<file path="src/sv/pstt_pkg.sv">
`timescale 1ns / 1ps
package pstt_pkg;
  localparam int unsigned TableEntries = 256;
  localparam int unsigned SlotW = $clog2(TableEntries);
  localparam int unsigned FillW = SlotW + 1;
  localparam logic [15:0] EtherIpv4 = 16'h0800;
  localparam logic [7:0] ProtoTcp = 8'd6;
  localparam logic [7:0] ProtoUdp = 8'd17;
  localparam logic [7:0] ProtoIcmp = 8'd1;
  localparam logic [15:0] HeaderBytes = 16'd54;
  localparam logic [15:0] WebPortAReset = 16'd80;
  localparam logic [15:0] WebPortBReset = 16'd443;
  localparam logic [15:0] DnsPortReset = 16'd53;

  typedef enum logic [1:0] {
    CfgWebPortA = 2'd0,
    CfgWebPortB = 2'd1,
    CfgDnsPort  = 2'd2,
    CfgNone     = 2'd3
  } cfg_idx_e;

  typedef enum logic [2:0] {
    StIdle,
    StScan,
    StUpdate,
    StLead,
    StDone,
    StOut
  } state_e;

  // controller to table commands
  typedef struct packed {
    logic start;
    logic scan;
    logic update;
    logic lead;
  } tbl_cmd_t;

  typedef struct packed {
    logic scan_done;
    logic lead_done;
  } tbl_sts_t;

  function automatic logic [31:0] sat_add(input logic [31:0] a, input logic [31:0] b);
    logic [32:0] s;
    s = {1'b0, a} + {1'b0, b};
    return s[32] ? 32'hFFFF_FFFF : s[31:0];
  endfunction
endpackage

</file>
<file path="src/sv/pstt_ctrl.sv">
`timescale 1ns / 1ps
module pstt_ctrl (
  input  logic               clk_i,
  input  logic               rst_ni,
  input  logic               in_valid_i,
  output logic               in_ready_o,
  output logic               out_valid_o,
  input  logic               out_ready_i,
  output pstt_pkg::tbl_cmd_t cmd_o,
  input  pstt_pkg::tbl_sts_t syn_sts_i,
  input  pstt_pkg::tbl_sts_t web_sts_i
);
  import pstt_pkg::*;

  state_e state_q, state_d;
  logic   syn_ok_q, syn_ok_d, web_ok_q, web_ok_d;

  always_ff @(posedge clk_i or negedge rst_ni) begin
    if (!rst_ni) begin
      state_q  <= StIdle;
      syn_ok_q <= 1'b0;
      web_ok_q <= 1'b0;
    end else begin
      state_q  <= state_d;
      syn_ok_q <= syn_ok_d;
      web_ok_q <= web_ok_d;
    end
  end

  always_comb begin
    state_d     = state_q;
    syn_ok_d    = syn_ok_q;
    web_ok_d    = web_ok_q;
    cmd_o       = '0;
    in_ready_o  = 1'b0;
    out_valid_o = 1'b0;
    unique case (state_q)
      StIdle: begin
        in_ready_o = 1'b1;
        if (in_valid_i) begin
          cmd_o.start = 1'b1;
          syn_ok_d    = 1'b0;
          web_ok_d    = 1'b0;
          state_d     = StScan;
        end
      end
      StScan: begin
        cmd_o.scan = 1'b1;
        // each table holds once its own search ends
        if (syn_sts_i.scan_done) syn_ok_d = 1'b1;
        if (web_sts_i.scan_done) web_ok_d = 1'b1;
        if (syn_ok_d && web_ok_d) begin
          state_d = StUpdate;
        end
      end
      StUpdate: begin
        cmd_o.update = 1'b1;
        syn_ok_d     = 1'b0;
        web_ok_d     = 1'b0;
        state_d      = StLead;
      end
      StLead: begin
        cmd_o.lead = 1'b1;
        if (syn_sts_i.lead_done) syn_ok_d = 1'b1;
        if (web_sts_i.lead_done) web_ok_d = 1'b1;
        if (syn_ok_d && web_ok_d) begin
          state_d = StDone;
        end
      end
      StDone: begin
        state_d = StOut;
      end
      StOut: begin
        out_valid_o = 1'b1;
        if (out_ready_i) state_d = StIdle;
      end
      default: state_d = StIdle;
    endcase
  end
endmodule

</file>
<file path="config.mk">
export PLATFORM = sky130hd
export DESIGN_NAME = pstt_ctrl
export DESIGN_NICKNAME = d
export VERILOG_FILES = /design/src/sv/pstt_pkg.sv /design/src/sv/pstt_ctrl.sv
export SDC_FILE = /design/constraint.sdc
export NUM_CORES = 1
export LEC_CHECK = 0
export ABC_AREA = 1
export BUFFER_PORTS_ARGS = -buffer_cell sky130_fd_sc_hd__buf_2
export CORE_AREA = 4 4 41 43
export DETAILED_ROUTE_END_ITERATION = 6
export DIE_AREA = 0 0 45 47
export PLACE_DENSITY = 0.56
export SYNTH_ARGS = -nofsm -noshare
export SYNTH_HDL_FRONTEND = slang
export SYNTH_SLANG_ARGS = --single-unit
</file>
<file path="constraint.sdc">
create_clock -name clk_i -period 2.6 [get_ports clk_i]
set_input_delay 0.13 -clock clk_i [delete_from_list [all_inputs] [get_ports clk_i]]
set_output_delay 0.13 -clock clk_i [all_outputs]
set_load 0.05 [all_outputs]
</file>
; ---- Word-level counts from Yosys, hierarchy flattened
; Cells that the tools add are included.
[totals]
memories = 0
inputBits = 8
mem_bits_ro = 0
register_bits = 5
latchBits = 0
word_cells = 41
mem_bits_rw = 0
[op_classes]
div_mod_pow = 0
mux = 23
mul = 0
n_shift = 0
reduce_logical = 6
bitwise_logic = 0
magnitude_cmp = 0
n_eq_ne = 9
addsub = 0
[op_table]
columns = cell, n
row1 = $pmux W3 S6, 1
row2 = $mux W1, 16
row3 = $mux W3, 4
row4 = $ne A2 B2 Y1 const B, 4
row5 = $pmux W1 S4, 2
row6 = $eq A3 B2 Y1 const B, 2
row7 = $eq A3 B3 Y1 const B, 2
row8 = $reduce_and A4 Y1, 1
row9 = $reduce_bool A4 Y1, 1
row10 = $eq A3 B1 Y1 const B, 1
row11 = $logic_not A3 Y1, 1
row12 = $logic_and A1 B1 Y1, 2
row13 = $reduce_and A2 Y1, 1

; ---- Longest topological paths before layout
; Gate-level depths: netlist (run 1).
[depth]
ltp_word = 5
mapped_depth = 8
depth_no_buf = 8

; ---- Worst setup path before layout (run 1)
; Ideal clock, no wire load.
[synth_timing]
path_kind = reg-to-output
from = reg state_q[0]
to = out cmd_o[3] (netlist name)
stages_incl_launch_ff = 4
t_arrival_ns = 1.344
slack_ns = 1.126
path_cell_list = dfrtp_1 > nor2_1 > nand2_1 > nor2_1
[synth_rtl]
columns = element, line_no
row1 = start: declaration, pstt_ctrl.sv:15  ; state_e state_q, state_d;
row2 = start signal: assignment, pstt_ctrl.sv:20  ; state_q <= StIdle;
row3 = start signal: assignment, pstt_ctrl.sv:24  ; state_q <= state_d;
row4 = end: declaration, pstt_ctrl.sv:9  ; output pstt_pkg::tbl_cmd_t cmd_o,

==> results.tsv, run 1 <==
stage	metric	value	unit
run_status	run status	complete, no violations	
finish	multi-input gate area in the final layout	206	um2
sta	final hold viol count	0	
global_routing	maximum number of pins on one net before global-route repair	10	
floorplanning	Initial Util	29.8	%
floorplanning	die width	45	um
route	number of vias in the routed layout	401	
sta	crit share post-route	57.1	%
global_routing	number of antenna violations at the first check in global routing	0	
synth	top cells by area, synth	sky130_fd_sc_hd__dfrtp_1 32%, sky130_fd_sc_hd__nand2_1 16%, sky130_fd_sc_hd__inv_1 13%	
place	Cell Area, Placed	464	um2
pwr	Internal Power	311	uW
route	final routed wire length divided by cell count	9.01	um
place	I/O Buffers	13	
synth	number of synthesized register bits	5	
finish	number of filler cells placed in the layout	152	
cts	cell at the root of the clock tree	sky130_fd_sc_hd__clkbuf_4	
sta	maximum operating frequency	673	MHz
finish	area grow syn2layout	29.0	%
worst_hold_path	Hold Path Cell Cnt	4	
pwr	Comb pwr share	65.1	%
synth	cell with the most instances after synthesis	sky130_fd_sc_hd__nand2_1	
synth	Mapped Cells	59	
pwr	Leakage	0.314	nW
finish	Reg area	125	um2
synth	Distinct cells, synth	16	
synth	top cell type's share of synthesized area	32.3	%
cts	H-tree levels	1	
synth	Post-synth top cells	17 x sky130_fd_sc_hd__nand2_1, 13 x sky130_fd_sc_hd__inv_1, 5 x sky130_fd_sc_hd__dfrtp_1, 4 x sky130_fd_sc_hd__nand2_2, 4 x sky130_fd_sc_hd__nor2_1	
route	drc violations	0	
cts	number of buffers inserted during clock tree synthesis	3	
place	number of cells after detailed placement	86	
sta	final slew viol count	0	
critical_path	startpoint of the worst-slack reg-to-reg timing path	state_q[2]	
critical_path	required time reported for the critical path endpoint	2.47	ns
pwr	NetSw	436	uW
cts	worst-case clock buffer depth	2	
synth	Synth Cell Area	388	um2
synth	number of flops mapped to enable cells by yosys	0	
route	iteration-0 DRC count of the detailed router	4	
worst_hold_path	launch point of the worst hold path	out_ready_i	
place	detailed-placement wirelength estimate	703	um
route	Pre-Repair DR Iteration Count	2	
floorplanning	die area	0.00212	mm2
cts	clock sink total	5	
finish	number of nets at the end of the flow	85	
pwr	maximum vdd drop	603	uV
global_routing	first-pass GRT wire length	1400	um
floorplanning	Core Area	0.00130	mm2
synth	Syn Nets	67	
pwr	switching share of total power	58.4	%
floorplanning	height of the die	47	um
flow_run	number of max-cap violations	0	
global_routing	global-route total usage across every layer	9.52	%
global_routing	number of global-route vias before repair	389	
synth	largest area contributor in the synthesized netlist	sky130_fd_sc_hd__dfrtp_1	
finish	Layout Cells excl Fill	91	
critical_path	type of origin of the critical path	register	
critical_path	Arr. time, crit path	1.36	ns
cts	clock slew at reported path FFs	0.04	ns
cts	TritonCTS clock tree	done	
sta	final setup skew	0.000363	ns
sta	Worst Hold Margin	0.199	ns
sta	final-layout setup total negative slack	0	ns
finish	layout cells sized above 1	31.6	%
critical_path	count of cells along the worst register-to-register path	5	
pwr	total power of the final layout	746	uW
worst_hold_path	Min-Delay Path Class	in -> reg	
sta	RSZ-0062 raised after global routing	no	
finish	total non-filler cell area in the finished layout	500	um2
finish	diode count	0	
synth	dominant register cell in the synthesized netlist	sky130_fd_sc_hd__dfrtp_1	
cts	post-CTS setup-driven buffer insertion count	0	
critical_path	Critical Path Fanout Max	6	
route	detailed-route vias per instance	4.41	
pwr	portion of total power attributed to the clock network	12.0	%
pwr	sequential fraction of design power	22.9	%
critical_path	R2R Path End	state_q[0]	
route	WL final	820	um
sta	relative max-transition margin	77.0	%
sta	final setup vio count	0	
route	antenna viol nets, final	0	
sta	transition time of the tightest slew-check pin	0.345	ns
cts	Clk Latency, worst-skew pair	0.24	ns
global_routing	global route total overflow	0	
worst_hold_path	worst-case hold path end point	state_q[2]	
critical_path	capturing element type of the critical path	output port	
critical_path	category of the critical setup timing path	reg -> out	
sta	time the final worst path needs with I/O delays and setup	1.49	ns
synth	number of warnings issued by yosys	0	
critical_path	minimum setup slack among reg-to-reg paths	1.37	ns
floorplanning	IO Count	14	
synth	Avg Inst Size Synth	6.57	um2
synth	proportion of synthesized flip-flops having asynchronous set or reset	100	%
floorplanning	number of placement rows	13	
pwr	Pwr per Cell Area	1490	mW/mm2
place	Routability Congestion	0.692	
synth	sequential cell area fraction in the yosys report	32.3	%
==> power by group through the flow <==
| stage | Combinational (mW) | Sequential (mW) | Clock, mW |
|---|---|---|---|
| 3_3_place_gp | 0.491 | 0.173 | 0 |
| 5_1_grt | 0.540 | 0.182 | 0.103 |
| 2_1_floorplan | 0.427 | 0.144 | 0 |
| 4_1_cts | 0.494 | 0.172 | 0.0950 |
| 6_report | 0.486 | 0.171 | 0.0894 |
| 3_5_place_dp | 0.491 | 0.172 | 0 |
==> flip-flops by register name, indices dropped and copies added (netlist names) <==
signal	count
web_ok_q	1
state_q	3
syn_ok_q	1
==> worst max-delay path by stage <==
| stage | startpoint | endpoint | slack, ns | depth (start not counted) |
|---|---|---|---|---|
| after global placement | state_q[0] | cmd_o[3] | 1.35 | 4 |
| after floorplan | state_q[0] | cmd_o[3] | 1.13 | 3 |
| after CTS | state_q[0] | cmd_o[3] | 1.10 | 4 |
| after detailed placement | state_q[0] | cmd_o[3] | 1.37 | 4 |
| final | state_q[0] | cmd_o[3] | 1.11 | 4 |
| after global routing | state_q[0] | cmd_o[3] | 0.99 | 4 |
==> critical path: stages (launching register included) <==
cell and delay (ns):
sky130_fd_sc_hd__dfrtp_1 0.44, sky130_fd_sc_hd__nor2_1 0.23, sky130_fd_sc_hd__nand2_1 0.10, sky130_fd_sc_hd__nor2_1 0.09, sky130_fd_sc_hd__buf_2 0.26
==> routing by layer <==
| layer | wire length [um] | up-vias | global-route usage, % | share of wire, % |
|---|---|---|---|---|
| met3 | 59 | 2 | 5.75 | 7.2 |
| li1 | - | 214 | - | - |
| met5 | 0 | - | 0 | 0 |
| met4 | 10 | 0 | 3.51 | 1.2 |
| met1 | 347 | 174 | 10.1 | 42 |
| met2 | 403 | 11 | 15.5 | 49 |
==> area by class of cell <==
class / count / share of cell area, %
clock buffer: 4 / 5.25
inverter: 13 / 9.75
sequential: 5 / 25.0
timing repair buffer: 14 / 15.0
tap: 15 / 3.75
multi-input combinational: 40 / 41.3
==> kinds of logic after synthesis <==
logic type	synth area share [%]
flip-flops	32.3
buffers and inverters	14.5
AO/OA/AOI/OAI	11.9
AND/OR/NAND/NOR	41.3
==> cells in the final DEF, fill, tap and decap left out <==
| master | n |
|---|---|
| sky130_fd_sc_hd__nand2_1 | 17 |
| sky130_fd_sc_hd__inv_1 | 13 |
| sky130_fd_sc_hd__buf_2 | 13 |
| sky130_fd_sc_hd__dfrtp_1 | 5 |
| sky130_fd_sc_hd__nand2_2 | 4 |
| sky130_fd_sc_hd__nor2_1 | 4 |
| sky130_fd_sc_hd__o21ai_0 | 3 |
| sky130_fd_sc_hd__clkbuf_4 | 3 |
| sky130_fd_sc_hd__nor2_4 | 2 |
| sky130_fd_sc_hd__nand3_1 | 2 |
| sky130_fd_sc_hd__a21oi_1 | 2 |
| sky130_fd_sc_hd__a31oi_1 | 1 |
| sky130_fd_sc_hd__nand4_1 | 1 |
| sky130_fd_sc_hd__nand2_4 | 1 |
| sky130_fd_sc_hd__nor2_2 | 1 |
| sky130_fd_sc_hd__o21bai_1 | 1 |
| sky130_fd_sc_hd__a22oi_1 | 1 |
| sky130_fd_sc_hd__clkbuf_1 | 1 |
| sky130_fd_sc_hd__dlygate4sd3_1 | 1 |
==> through the flow <==
step | utilization (%) | setup slack (ns)
after floorplan | - | 1.13
after global placement | 35.7 | 1.35
after detailed placement | 35.7 | 1.37
after CTS | 38.5 | 1.10
after global routing | 38.5 | 0.992
final | 38.5 | 1.11
==> what timing repair did <==
action                                 CTS  global route
gates resized for setup                  0             0
setup endpoints to repair                0             0
hold buffers                             1             0
endpoints found under the hold margin    5             0
Power figures use the tool's default switching activity.
==> run 2: changes to the inputs <==
--- a/config.mk
+++ b/config.mk
@@ -10,7 +10,7 @@
 export CORE_AREA = 4 4 41 43
 export DETAILED_ROUTE_END_ITERATION = 6
 export DIE_AREA = 0 0 45 47
-export PLACE_DENSITY = 0.56
+export PLACE_DENSITY = 0.58
 export SYNTH_ARGS = -nofsm -noshare
 export SYNTH_HDL_FRONTEND = slang
 export SYNTH_SLANG_ARGS = --single-unit
==> constraint.sdc (replaced) <==
create_clock -name clk_i -period 1.3 [get_ports clk_i]
set_input_delay 0.065 -clock clk_i [delete_from_list [all_inputs] [get_ports clk_i]]
set_output_delay 0.065 -clock clk_i [all_outputs]
set_load 0.05 [all_outputs]
==> run 2 against run 1 <==
Effect of this change: count of clock-buffer cells in the layout unchanged; sequential power increased by 110%; final cell count increased by 2.2%; flip-flop and latch count unchanged; global-route usage increased by 0.18 points; sequential share of layout area decreased by 2.0 points; critical path type unchanged; largest power group unchanged.
==> results.tsv, run 2 (synthesized netlist as in run 1, its figures left out) <==
stage	metric	value	unit	change
run_status	run status	complete, no violations		
flow_run	number of max-cap violations	0		unchanged
route	Pre-Repair DR Iteration Count	3		+1
cts	TritonCTS clock tree	done		
critical_path	required time reported for the critical path endpoint	1.24	ns	-1.23 ns
floorplanning	Core Area	0.00130	mm2	unchanged
cts	H-tree levels	1		unchanged
global_routing	maximum number of pins on one net before global-route repair	10		unchanged
place	I/O Buffers	13		unchanged
floorplanning	Initial Util	29.8	%	unchanged
critical_path	Critical Path Fanout Max	5		-1
global_routing	global-route total usage across every layer	9.70	%	+0.18 points
cts	number of buffers inserted during clock tree synthesis	3		unchanged
floorplanning	height of the die	47	um	unchanged
finish	most flop-heavy register	state_q		
route	detailed-route vias per instance	4.32		-1.9%
finish	area grow syn2layout	44.5	%	
worst_hold_path	Min-Delay Path Class	in -> reg		
global_routing	number of antenna violations at the first check in global routing	0		unchanged
pwr	Pwr per Cell Area	3050	mW/mm2	+100%
route	antenna viol nets, final	0		unchanged
route	final routed wire length divided by cell count	9.56	um	+6.1%
critical_path	type of origin of the critical path	register		
global_routing	first-pass GRT wire length	1350	um	-3.9%
critical_path	count of cells along the worst register-to-register path	8		+3
finish	Regs by FF count	state_q: 3 flops, syn_ok_q: 1 flops, web_ok_q: 1 flops		
floorplanning	die area	0.00212	mm2	unchanged
critical_path	category of the critical setup timing path	reg -> out		
worst_hold_path	Hold Path Cell Cnt	4		unchanged
place	number of cells after detailed placement	86		unchanged
place	Routability Congestion	0.728		+5.3%
sta	final setup skew	0.000861	ns	+0.000498 ns
cts	Clk Latency, worst-skew pair	0.24	ns	about the same
floorplanning	die width	45	um	unchanged
sta	maximum operating frequency	782	MHz	
finish	layout cells sized above 1	41.0	%	+9.4 points
route	WL final	889	um	+8.4%
worst_hold_path	worst-case hold path end point	state_q[2]		
global_routing	number of global-route vias before repair	362		-6.9%
floorplanning	IO Count	14		unchanged
finish	Layout Cells excl Fill	93		+2.2%
finish	number of nets at the end of the flow	87		+2.4%
route	number of vias in the routed layout	402		+0.25%
finish	flip-flop count of the largest register after layout	3		unchanged
sta	final hold viol count	0		unchanged
pwr	maximum vdd drop	1240	uV	+110%
finish	number of filler cells placed in the layout	144		-5.3%
place	pre-CTS setup slack	0.0746	ns	-1.30 ns
sta	final slew viol count	0		unchanged
floorplanning	number of placement rows	13		unchanged
finish	commonest non-fill, non-tap cell in the layout	sky130_fd_sc_hd__nand2_1		
sta	transition time of the tightest slew-check pin	0.260	ns	-0.0844 ns
finish	diode count	0		unchanged
critical_path	startpoint of the worst-slack reg-to-reg timing path	state_q[1]		
cts	clock sink total	5		unchanged
sta	time the final worst path needs with I/O delays and setup	1.28	ns	
worst_hold_path	launch point of the worst hold path	out_ready_i		
cts	cell at the root of the clock tree	sky130_fd_sc_hd__clkbuf_4		
cts	clock slew at reported path FFs	0.04	ns	about the same
sta	slack of the critical path	0.0217	ns	-1.09 ns
critical_path	minimum setup slack among reg-to-reg paths	0.11	ns	-1.26 ns
finish	commonest cells after routing, fill and taps aside	17 x sky130_fd_sc_hd__nand2_1, 12 x sky130_fd_sc_hd__inv_1, 7 x sky130_fd_sc_hd__buf_2		
global_routing	global route total overflow	0		unchanged
cts	worst-case clock buffer depth	2		unchanged
sta	RSZ-0062 raised after global routing	yes		
pwr	Leakage	0.328	nW	+4.6%
sta	final setup vio count	0		unchanged
route	iteration-0 DRC count of the detailed router	5		+1
place	detailed-placement wirelength estimate	701	um	-0.34%
sta	relative max-transition margin	82.7	%	+5.6 points
critical_path	R2R Path End	state_q[0]		
critical_path	Arr. time, crit path	1.21	ns	-0.15 ns
critical_path	capturing element type of the critical path	output port		
sta	crit share post-route	98.3	%	
route	drc violations	0		unchanged
[run 2: cell count changes in the layout (fill, tap and decap cells not counted), moves of 2 or more]
cell / delta
sky130_fd_sc_hd__buf_4: +6
sky130_fd_sc_hd__buf_2: -6
sky130_fd_sc_hd__nor2_1: -2
sky130_fd_sc_hd__dfrtp_2: +3
sky130_fd_sc_hd__dfrtp_1: -3
[run 2: worst max-delay path by stage]
| stage | startpoint | to |
|---|---|---|
| floorplan | state_q[1] | out_valid_o |
| global placement | state_q[0] | cmd_o[3] |
| detailed placement | state_q[2] | state_q[0] |
| CTS | state_q[0] | cmd_o[3] |
| global route | state_q[1] | cmd_o[2] |
| finish | state_q[1] | cmd_o[2] |
[run 2: metal layers]
layer / global-route usage [%] / vias to the layer above / wire (um)
met2: 14.1 / 12 / 412
met5: 0 / - / 0
met3: 5.75 / 2 / 61
met4: 7.02 / 0 / 19
met1: 10.4 / 171 / 396
li1: - / 217 / -
[run 2: worst max-delay path, cell delays in order, from the launching register on]
cell	delay [ns]
sky130_fd_sc_hd__dfrtp_2	0.45
sky130_fd_sc_hd__inv_2	0.09
sky130_fd_sc_hd__nand2_4	0.06
sky130_fd_sc_hd__nor2_4	0.19
sky130_fd_sc_hd__buf_8	0.17
[run 2: through the flow]
stage	hold slack (ns)	power (mW)	setup TNS, ns	area, um2	utilization (%)
after floorplan	-0.231	1.15	0	390	-
after global placement	-0.118	1.34	0	467	35.9
after detailed placement	-0.119	1.33	0	467	35.9
after CTS	0.124	1.60	-0.0121	526	40.4
after global routing	0.140	1.84	-0.0512	561	43.1
final	0.126	1.71	0	561	43.1
[run 2: report_power, final]
group / leakage (nW) / internal (mW) / switching (mW)
sequential: 0.0590 / 0.246 / 0.111
clock: 0.0150 / 0.116 / 0.0650
combinational: 0.254 / 0.412 / 0.760
[run 2: timing repair]
| item | CTS | global route |
|---|---|---|
| gates cloned | 0 | 0 |
| pin swaps | 0 | 1 |
| gates resized for setup | 9 | 7 |
| setup buffers | 0 | 2 |
| hold buffers | 1 | 0 |
| endpoints found under the setup margin | 6 | 6 |
| endpoints found under the hold margin | 5 | 0 |
[run 2: final cells by class]
type | count | area (um2) | area share (%)
clock buffers | 4 | 26.3 | 4.69
inverters | 13 | 48.8 | 8.71
multi-input cells | 40 | 221 | 39.5
flip-flops and latches | 5 | 129 | 23.0
well taps | 15 | 18.8 | 3.35
repair buffers | 16 | 116 | 20.8
